==> src/rtl/cvtq_pkg.sv <==
// Package for the binary128 converter: format codes, field constants and
// the leading-one search helper. No dependencies.
package cvtq_pkg;

  typedef enum logic [3:0] {
    CMD_S8  = 4'd0,
    CMD_U8  = 4'd1,
    CMD_S16 = 4'd2,
    CMD_U16 = 4'd3,
    CMD_S32 = 4'd4,
    CMD_U32 = 4'd5,
    CMD_S64 = 4'd6,
    CMD_U64 = 4'd7,
    CMD_DBL = 4'd8
  } cmd_e;

  localparam int unsigned CmdW  = 4;
  localparam int unsigned WordW = 64;
  localparam logic [14:0] QBias = 15'd16383;
  localparam logic [14:0] DBiasDiff = 15'd15360;  // 16383 - 1023
  localparam logic [14:0] QExpMax = 15'h7fff;

  // Position of the most significant set bit; zero for zero input.
  function automatic logic [5:0] msb_pos(input logic [63:0] m);
    logic [5:0] p;
    p = 6'd0;
    for (int i = 0; i < 64; i++) begin
      if (m[i]) p = 6'(i);
    end
    return p;
  endfunction

endpackage

==> src/rtl/cvtq_core.sv <==
// Combinational conversion of one source word to a binary128 pattern.
// Depends on cvtq_pkg.
module cvtq_core import cvtq_pkg::*; (
  input  logic [CmdW-1:0]  cmd_i,
  input  logic [WordW-1:0] src_i,
  output logic [63:0]      hi_o,
  output logic [63:0]      lo_o
);

  logic        is_int;
  logic        neg;
  logic [63:0] x;
  logic [63:0] mag;
  logic [63:0] norm_in;
  logic [5:0]  p;
  logic [63:0] shifted;
  logic [14:0] exp_int;
  logic        d_sgn;
  logic [10:0] d_exp;
  logic [51:0] d_frac;

  assign d_sgn  = src_i[63];
  assign d_exp  = src_i[62:52];
  assign d_frac = src_i[51:0];

  // Select width, sign- or zero-extend and take the magnitude.
  always_comb begin
    is_int = 1'b1;
    neg    = 1'b0;
    x      = 64'd0;
    case (cmd_i)
      CMD_S8:  begin x = {{56{src_i[7]}}, src_i[7:0]};   neg = src_i[7];  end
      CMD_U8:  x = {56'd0, src_i[7:0]};
      CMD_S16: begin x = {{48{src_i[15]}}, src_i[15:0]}; neg = src_i[15]; end
      CMD_U16: x = {48'd0, src_i[15:0]};
      CMD_S32: begin x = {{32{src_i[31]}}, src_i[31:0]}; neg = src_i[31]; end
      CMD_U32: x = {32'd0, src_i[31:0]};
      CMD_S64: begin x = src_i; neg = src_i[63]; end
      CMD_U64: x = src_i;
      default: is_int = 1'b0;
    endcase
    mag = neg ? (64'd0 - x) : x;
  end

  // One shared normaliser serves integers and double subnormals.
  assign norm_in = is_int ? mag : {12'd0, d_frac};
  assign p       = msb_pos(norm_in);
  assign shifted = norm_in << (6'd63 - p);
  assign exp_int = QBias + {9'd0, p};

  always_comb begin
    hi_o = 64'd0;
    lo_o = 64'd0;
    if (is_int) begin
      if (mag != 64'd0) begin
        hi_o = {neg, exp_int, shifted[62:15]};
        lo_o = {shifted[14:0], 49'd0};
      end
    end else if (cmd_i == CMD_DBL) begin
      if (d_exp == 11'd0) begin
        if (d_frac == 52'd0) begin
          hi_o = {d_sgn, 63'd0};
        end else begin
          // value 2^(p-1074): exponent 16383-1023-51+p
          hi_o = {d_sgn, 15'(DBiasDiff - 15'd51 + {9'd0, p}), shifted[62:15]};
          lo_o = {shifted[14:0], 49'd0};
        end
      end else if (d_exp == 11'h7ff) begin
        hi_o = {d_sgn, QExpMax, d_frac[51:4]};
        lo_o = {d_frac[3:0], 60'd0};
      end else begin
        hi_o = {d_sgn, 15'(DBiasDiff + {4'd0, d_exp}), d_frac[51:4]};
        lo_o = {d_frac[3:0], 60'd0};
      end
    end
  end

endmodule

==> src/rtl/convert_to_binary128.sv <==
// Top level of the integer/double to binary128 converter.
// Depends on cvtq_pkg and cvtq_core.
//
// Usage: the input stream carries a format selector and a 64-bit source
// word; the output stream carries the exact binary128 pattern.
// s_axis_tdata holds, from the lowest bit up: cmd (4 bits), source_bits
// (64 bits), then zero padding to 72 bits. m_axis_tdata holds quad_high
// (64 bits) and then quad_low (64 bits).
// Every transfer in produces exactly one transfer out. The conversion is
// done in one pass of logic between the input register and the result
// register; the result register captures the result and raises valid.
// One item is accepted in every cycle while the output flows.
// Throughput is one item a cycle, set by the two registers advancing
// together whenever the result is taken or the result register is empty.
// When the receiver stalls, results hold in the result register and the
// input register fills; the input side then deasserts tready until space
// frees up, so nothing is lost or repeated.
// Reset clears both valid flags; no result is presented until the first
// input transfer after reset.
module convert_to_binary128 import cvtq_pkg::*; (
  input  logic         clk_i,
  input  logic         rst_ni,
  input  logic         s_axis_tvalid,
  output logic         s_axis_tready,
  input  logic [71:0]  s_axis_tdata,   // cmd[3:0], source_bits[67:4], pad
  output logic         m_axis_tvalid,
  input  logic         m_axis_tready,
  output logic [127:0] m_axis_tdata    // quad_high[63:0], quad_low[127:64]
);

  logic        in_vld_q, in_vld_d;
  logic [3:0]  cmd_q;
  logic [63:0] src_q;
  logic        out_vld_q, out_vld_d;
  logic [63:0] hi_q, lo_q;
  logic [63:0] hi_c, lo_c;
  logic        out_take;
  logic        adv;

  // The result register moves when empty or being drained.
  assign out_take = m_axis_tready || !out_vld_q;
  assign adv      = in_vld_q && out_take;
  // The input register can take a transfer when empty or moving forward.
  assign s_axis_tready = !in_vld_q || out_take;

  assign in_vld_d  = (s_axis_tvalid && s_axis_tready) || (in_vld_q && !out_take);
  assign out_vld_d = adv || (out_vld_q && !m_axis_tready);

  cvtq_core u_core (
    .cmd_i (cmd_q),
    .src_i (src_q),
    .hi_o  (hi_c),
    .lo_o  (lo_c)
  );

  always_ff @(posedge clk_i or negedge rst_ni) begin
    if (!rst_ni) begin
      in_vld_q  <= 1'b0;
      out_vld_q <= 1'b0;
    end else begin
      in_vld_q  <= in_vld_d;
      out_vld_q <= out_vld_d;
    end
  end

  always_ff @(posedge clk_i) begin
    if (s_axis_tvalid && s_axis_tready) begin
      cmd_q <= s_axis_tdata[3:0];
      src_q <= s_axis_tdata[67:4];
    end
    if (adv) begin
      hi_q <= hi_c;
      lo_q <= lo_c;
    end
  end

  assign m_axis_tvalid = out_vld_q;
  assign m_axis_tdata  = {lo_q, hi_q};

`ifndef SYNTHESIS
  // A stalled result is never overwritten.
  a_hold: assert property (@(posedge clk_i) disable iff (!rst_ni)
    m_axis_tvalid && !m_axis_tready |=> m_axis_tvalid && $stable(m_axis_tdata))
    else $error("result changed while stalled");
  // A waiting item with a full, stalled output blocks new input.
  a_block: assert property (@(posedge clk_i) disable iff (!rst_ni)
    in_vld_q && out_vld_q && !m_axis_tready |-> !s_axis_tready)
    else $error("input accepted with no room");
  // An accepted item reaches the input register.
  a_fill: assert property (@(posedge clk_i) disable iff (!rst_ni)
    s_axis_tvalid && s_axis_tready |=> in_vld_q)
    else $error("accepted item lost");
`endif

endmodule
==> config.mk <==
export PLATFORM = sky130hd
export DESIGN_NAME = convert_to_binary128
export DESIGN_NICKNAME = d
export VERILOG_FILES = /design/src/rtl/cvtq_pkg.sv /design/src/rtl/cvtq_core.sv /design/src/rtl/convert_to_binary128.sv
export SDC_FILE = /design/constraint.sdc
export NUM_CORES = 1
export LEC_CHECK = 0
export BUFFER_PORTS_ARGS = -buffer_cell sky130_fd_sc_hd__buf_4
export CAP_MARGIN = 30
export CORE_MARGIN = 2
export CORE_UTILIZATION = 40
export CTS_BUF_LIST = sky130_fd_sc_hd__clkbuf_4
export DETAILED_ROUTE_END_ITERATION = 8
export MAX_ROUTING_LAYER = met4
export PLACE_DENSITY = 0.58
export SYNTH_ARGS = -nofsm -noshare
export SYNTH_HDL_FRONTEND = slang
export SYNTH_SLANG_ARGS = --single-unit
==> constraint.sdc <==
create_clock -name clk_i -period 12.1 [get_ports clk_i]
set_input_delay 1.21 -clock clk_i [delete_from_list [all_inputs] [get_ports clk_i]]
set_output_delay 1.21 -clock clk_i [all_outputs]
set_load 0.05 [all_outputs]
==> impl_metrics.json, run 1 <==
{
  "status": "finished, final reports clean",
  "reg2regPathDepth": 17,
  "die_w_um": 206,
  "worst_slew_pin_slew_ns": 1.16,
  "place_area_sq_mm": 0.0177,
  "path_clk_slew_ns": 0.13,
  "gp_congestion": 1.02,
  "p_leak_uw": 0.00665,
  "syn_avg_cell_area_sq_um": 8.15,
  "grt_pass1_vias": 16400,
  "post-place-ws_ns": 3.56,
  "cap_violations": 0,
  "final_cell_mix": "nand2_1, buf_4, o21ai_0, nor2_1, edfxtp_1",
  "cts.repair.resized": 0,
  "async_flop_share_pct": 1.34,
  "power_frac_comb_pct": 65.3,
  "grt_max_degree": 72,
  "period_needed_ns": 8.90,
  "maxSlewHeadroom_pct": 21.6,
  "cts_setup_buffers": 0,
  "path_common_cell": "mux2i_1",
  "track_usage_pct": 38.7,
  "hold_viol": 0,
  "final_common_cell": "nand2_1",
  "ir_drop_uv": 84.8,
  "drive_gt1_share_pct": 16.8,
  "wl_per_cell_um": 31.3,
  "cp.arrival_ns": 9.29,
  "ys.flop_type": "edfxtp_1",
  "synth_edf_count": 147,
  "synth_compound_area_share_pct": 31.7,
  "final_cell_area_sq_mm": 0.0179,
  "ys_warn_count": 0,
  "synth_mux_area_share_pct": 11.6,
  "core_area_sq_mm": 0.0406,
  "path_delay_family": "compound AO/OA/AOI/OAI gates",
  "firstDrtPassIters": 6,
  "port_buffers": 152,
  "cp_max_fo": 56,
  "seq_power_share_pct": 25.3,
  "synthesis.instances": 2013,
  "fin_cells": 2610,
  "grt_overflow": 0,
  "timing.setup.tns_ns": 0,
  "numCtsBuffers": 17,
  "drc": 0,
  "routed_wirelength_um": 81600,
  "drt-initial-drc-count": 2765,
  "cts_root_buffer": "clkbuf_4",
  "place_hpwl_um": 61800,
  "dpl.cell_count": 2578,
  "start_util_pct": 40.3,
  "cp-start-kind": "flop",
  "end_kind": "flop",
  "setup_viol": 0,
  "synth_xor_area_share_pct": 1.60,
  "avgViaCountPerCell": 7.08,
  "worstHoldPathType": "in -> async",
  "final_nets": 2145,
  "clock-sinks": 149,
  "area_delta_synth_final_pct": 9.19,
  "antenna_found_initial": 1,
  "synth-seq-cells": 149,
  "path_cells": "buf_4 -> o21bai_1 -> o22a_1 -> nand3_1 -> or4_4 -> o211ai_1 -> nor2b_1 -> nand4_1 -> a2111oi_4 -> o21a_4 -> buf_4 -> mux2i_1 -> mux2i_1 -> o21ai_0 -> mux2i_1 -> a222oi_1 -> o21ai_0",
  "whs_ns": 0.270,
  "clkPwrFrac_pct": 9.4,
  "synthAdderAreaFrac_pct": 0.305,
  "power_density_mw_per_mm2": 171,
  "ys_seq_area_share_pct": 27.2,
  "swShare_pct": 54.2,
  "htreeDepth": 4,
  "drv_slew": 0,
  "ys_types": 108,
  "p_int_uw": 1400,
  "rows": 74,
  "worst-setup-path-type": "reg -> reg",
  "max_freq_ghz": 0.112,
  "synth-simple-area-share_pct": 20.1,
  "route.vias.total": 18500,
  "synth_top_family_by_area": "compound AO/OA/AOI/OAI gates",
  "worst_ep_required_time_ns": 12.49,
  "crit_buf_inv": 2,
  "grt_setup_unrepaired": "no",
  "fp.dieH_um": 206,
  "worstSkewPairLatency_ns": 0.71,
  "cts_tree": "yes",
  "antenna_left": 0,
  "setup_slack_ns": 3.20,
  "cp_num_cells": 17,
  "grt_pass1_wl_um": 116000,
  "ctsHoldBuffers": 0,
  "netlist_area_sq_mm": 0.0164,
  "finClkSkew_ns": 0.0352,
  "timing.final.crit_share_pct": 73.6,
  "crit_slowest_cell": "edfxtp_1",
  "cpPeakStageDelay_ns": 0.93,
  "switchingPower_uw": 1660,
  "io_pins": 206,
  "clockBufferDepth": 2,
  "die_area_sq_mm": 0.0426
}
[kinds of logic (layout without fill, tap and decap cells)]
kind of cell / Yosys count / count (layout)
AOI/OAI and AO/OA: 738 / 738
xor gates and xnor gates: 30 / 30
adders and majority gates: 4 / 4
buffers and inverters: 235 / 251
DFF: 149 / 149
muxes: 180 / 180
other: 1 / 50
and+or+nand+nor: 676 / 676
[Yosys cell counts, drive strengths merged, types with 8 or more instances]
library cell,number,area (sq um)
a211oi,23,178
a21boi,11,86.3
a21o,13,97.6
a21oi,114,571
a221o,9,90.1
a221oi,22,211
a22o,23,201
a22oi,24,185
a311oi,8,76.3
a31o,8,70.1
a31oi,30,188
a32o,8,81.3
a32oi,10,87.6
and2,29,181
and3,15,93.8
buf,130,835
clkbuf,88,330
edfxtp,147,4410
inv,17,63.8
mux2,45,507
mux2i,132,1330
nand2,216,813
nand3,54,275
nand4,19,125
nor2,152,571
nor3,65,345
nor4,35,225
o2111ai,11,103
o211ai,57,428
o21a,20,158
o21ai,170,866
o221ai,12,105
o22a,10,87.6
o22ai,40,250
o311ai,8,70.1
o31ai,19,148
o41ai,10,114
or2,12,75.1
or3,24,155
or4,18,143
xnor2,21,184
xor2,9,78.8
[layer usage]
metal  wire length, um  track usage, %  vias up
li1                  -               -     7907
met1             33600            52.4     9070
met2             35700            56.6     1301
met3              7980            5.09      213
met4              4360            19.4        0
met5                 0               -        -
[worst reg2reg max path, cell delays in order (launching register included)]
cell and delay [ns]:
edfxtp_1 0.93, buf_4 0.62, o21bai_1 0.23, o22a_1 0.33
nand3_1 0.50, or4_4 0.81, o211ai_1 0.54, nor2b_1 0.39
nand4_1 0.26, a2111oi_4 0.59, o21a_4 0.24, buf_4 0.63
mux2i_1 0.68, mux2i_1 0.30, o21ai_0 0.44, mux2i_1 0.23
a222oi_1 0.63, o21ai_0 0.28
[power groups by stage]
stage / Combinational [uW] / Sequential (uW) / Clock, uW
6_report: 2000 / 772 / 288
3_3_place_gp: 1940 / 779 / 0
4_1_cts: 1940 / 768 / 297
5_1_grt: 2080 / 778 / 317
3_5_place_dp: 1930 / 781 / 0
2_1_floorplan: 1110 / 987 / 0
[final cells by class]
cell class	instances	area (sq um)
Timing Repair Buffer	203	1530
Fill cell	4079	22700
Clock buffer	20	150
Clock inverter	11	78.8
Tap cell	532	666
Sequential cell	149	4460
Multi-Input combinational cell	1677	11000
Antenna cell	1	2.50
Inverter	17	63.8
[metrics by stage]
| stage | total power [uW] | utilization (%) |
|---|---|---|
| after floorplan | 2100 | - |
| after global placement | 2720 | 43.4 |
| after detailed placement | 2710 | 43.5 |
| after CTS | 3010 | 44.0 |
| after global routing | 3180 | 44.1 |
| final | 3060 | 44.1 |
[sequential cells by signal (all words and copies together) (netlist names)]
signal,cells
cmd_q,4
hi_q,64
in_vld_q,1
lo_q,15
m_axis_tvalid,1
src_q,64
[final timing paths]
path	startpoint	to	slack [ns]
max in group asynchronous	rst_ni	m_axis_tvalid$_DFF_PN0_	11.75
min in group clk_i	in_vld_q$_DFF_PN0_	m_axis_tvalid$_DFF_PN0_	0.52
worst min-delay path	rst_ni	in_vld_q$_DFF_PN0_	0.27
worst min register to register	in_vld_q$_DFF_PN0_	m_axis_tvalid$_DFF_PN0_	0.52
worst max-delay path	cmd_q[3]$_DFFE_PP_	hi_q[31]$_DFFE_PP_	3.20
worst max register to register	cmd_q[3]$_DFFE_PP_	hi_q[31]$_DFFE_PP_	3.20
Note: power is estimated with default switching activity, not from simulation.
==> inputs of run 2 (changes only) <==
--- a/config.mk
+++ b/config.mk
@@ -12,7 +12,7 @@
 export CTS_BUF_LIST = sky130_fd_sc_hd__clkbuf_4
 export DETAILED_ROUTE_END_ITERATION = 8
 export MAX_ROUTING_LAYER = met4
-export PLACE_DENSITY = 0.58
+export PLACE_DENSITY = 0.6
 export SYNTH_ARGS = -nofsm -noshare
 export SYNTH_HDL_FRONTEND = slang
 export SYNTH_SLANG_ARGS = --single-unit
==> constraint.sdc (replaced) <==
create_clock -name clk_i -period 7.83 [get_ports clk_i]
set_input_delay 0.783 -clock clk_i [delete_from_list [all_inputs] [get_ports clk_i]]
set_output_delay 0.783 -clock clk_i [all_outputs]
set_load 0.05 [all_outputs]
==> run 2 against run 1 <==
Die area did not move; sequential share of layout area decreased by 2.4 points; clock power up 87%; largest cell class unchanged; power is 76% higher; critical path type unchanged; sequential cell count unchanged.
==> impl_metrics.json, run 2 (synthesis results as in run 1) <==
{
  "drc": 0,
  "cts_setup_buffers": 0,
  "worst_ep_required_time_ns": 8.27,
  "regToRegSetupSlack_ns": 0.67,
  "status": "finished, final reports clean",
  "grt_setup_unrepaired": "no",
  "die_area_sq_mm": 0.0426,
  "final_nets": 2371,
  "route.vias.total": 19000,
  "antenna_left": 0,
  "cp_max_fo": 12,
  "grt_pass1_vias": 17800,
  "cts_root_buffer": "clkbuf_4",
  "ir_drop_uv": 129,
  "cap_violations": 0,
  "grt_max_degree": 71,
  "worstHoldPathType": "in -> reg",
  "sequential_cell_area_sq_mm": 0.00446,
  "end_kind": "flop",
  "antenna_found_initial": 3,
  "firstDrtPassIters": 8,
  "clock-sinks": 149,
  "wl_per_cell_um": 29.7,
  "multi_input_area_sq_mm": 0.0109,
  "hold_viol": 0,
  "die_w_um": 206,
  "rows": 74,
  "drv_slew": 0,
  "whs_ns": 0.240,
  "track_usage_pct": 40.4,
  "port_buffers": 152,
  "maxSlewHeadroom_pct": 27.9,
  "htreeDepth": 4,
  "timing.final.crit_share_pct": 91.4,
  "worst_slew_pin_slew_ns": 1.08,
  "core_area_sq_mm": 0.0406,
  "fp.dieH_um": 206,
  "period_needed_ns": 7.16,
  "worstSkewPairLatency_ns": 0.71,
  "grt_pass1_wl_um": 121000,
  "grt_overflow": 0,
  "finClkSkew_ns": 0.0212,
  "start_util_pct": 40.3,
  "nFillCells": 4066,
  "p_leak_uw": 0.00782,
  "routed_wirelength_um": 84500,
  "drive_gt1_share_pct": 24.8,
  "avgViaCountPerCell": 6.69,
  "io_pins": 206,
  "path_clk_slew_ns": 0.15,
  "setup_viol": 0,
  "place_hpwl_um": 66700,
  "cts_tree": "yes",
  "numCtsBuffers": 17,
  "reg.largest.list": "hi_q: 64 flops, src_q: 64 flops, lo_q: 15 flops",
  "timing.setup.tns_ns": 0,
  "worst-setup-path-type": "reg -> reg",
  "max_freq_ghz": 0.140,
  "final_common_cell": "buf_4",
  "cp.arrival_ns": 7.60,
  "gp_congestion": 1.02,
  "final_cell_mix": "buf_4, nand2_1, o21ai_0, nor2_1, edfxtp_1",
  "area_delta_synth_final_pct": 20.6,
  "power_density_mw_per_mm2": 271,
  "cp-start-kind": "flop",
  "clockBufferDepth": 2,
  "drt-initial-drc-count": 2505
}
==> run 2: worst paths after layout <==
| check | from | depth (start not counted) | end |
|---|---|---|---|
| worst max register to register | src_q[7]$_DFFE_PP_ | 18 | hi_q[25]$_DFFE_PP_ |
| worst max-delay path | src_q[7]$_DFFE_PP_ | 18 | hi_q[25]$_DFFE_PP_ |
| max in group asynchronous | rst_ni | 2 | in_vld_q$_DFF_PN0_ |
| worst min-delay path | s_axis_tdata[5] | 1 | src_q[1]$_DFFE_PP_ |
| min in group asynchronous | rst_ni | 2 | m_axis_tvalid$_DFF_PN0_ |
| worst min register to register | in_vld_q$_DFF_PN0_ | 1 | m_axis_tvalid$_DFF_PN0_ |
==> run 2: power breakdown <==
group / internal [uW] / leakage, uW / total, uW / switching (uW)
clock network: 197 / 0.000155 / 539 / 342
logic: 1390 / 0.00623 / 3640 / 2260
registers: 1080 / 0.00144 / 1190 / 104
total: 2670 / 0.00782 / 5370 / 2700
==> run 2: area by class of cell <==
cell class | count | share of cell area, %
multi-input cells | 1677 | 55.3
repair buffers | 429 | 16.9
clock buffers | 17 | 0.645
flip-flops and latches | 149 | 22.6
inverters | 17 | 0.323
well taps | 532 | 3.36
diodes | 4 | 0.0506
clock inverters | 15 | 0.829
==> run 2: layer usage <==
metal	track usage [%]	routed length, um	vias to the layer above
li1	-	-	8396
met1	52.7	34900	9250
met2	60.0	37400	1157
met3	5.93	7260	207
met4	22.1	4860	0
met5	-	0	-
==> run 2: worst max-delay path, cell delays in order, from the launching register on <==
cell,delay [ns]
edfxtp_1,0.71
mux2_2,0.54
a22oi_1,0.38
nand3_1,0.42
nor3_1,0.93
a211oi_1,0.29
a2111o_1,0.54
a211oi_1,0.45
nor4_1,0.12
o21ai_2,0.38
o21a_2,0.29
buf_4,0.18
mux2i_1,0.26
o22ai_1,0.13
a221oi_1,0.26
buf_4,0.19
mux2i_1,0.14
mux2i_1,0.51
a22oi_1,0.17
==> run 2: through the flow <==
| step | setup slack (ns) | total power, uW | util (%) | instance area, sq um | std cells |
|---|---|---|---|---|---|
| 2_1_floorplan | 2.24 | 3240 | - | 16600 | 2061 |
| 3_3_place_gp | 1.02 | 4750 | 47.9 | 19500 | 2802 |
| 3_5_place_dp | 1.00 | 4750 | 47.9 | 19500 | 2803 |
| 4_1_cts | 0.927 | 5300 | 48.6 | 19800 | 2836 |
| 5_1_grt | 0.415 | 5590 | 48.7 | 19800 | 2839 |
| 6_report | 0.672 | 5370 | 48.7 | 19800 | 2840 |
==> run 2: timing repair <==
action | CTS | global route
hold endpoints to repair | 2 | 0
gates resized for setup | 0 | 0
hold buffers | 1 | 0
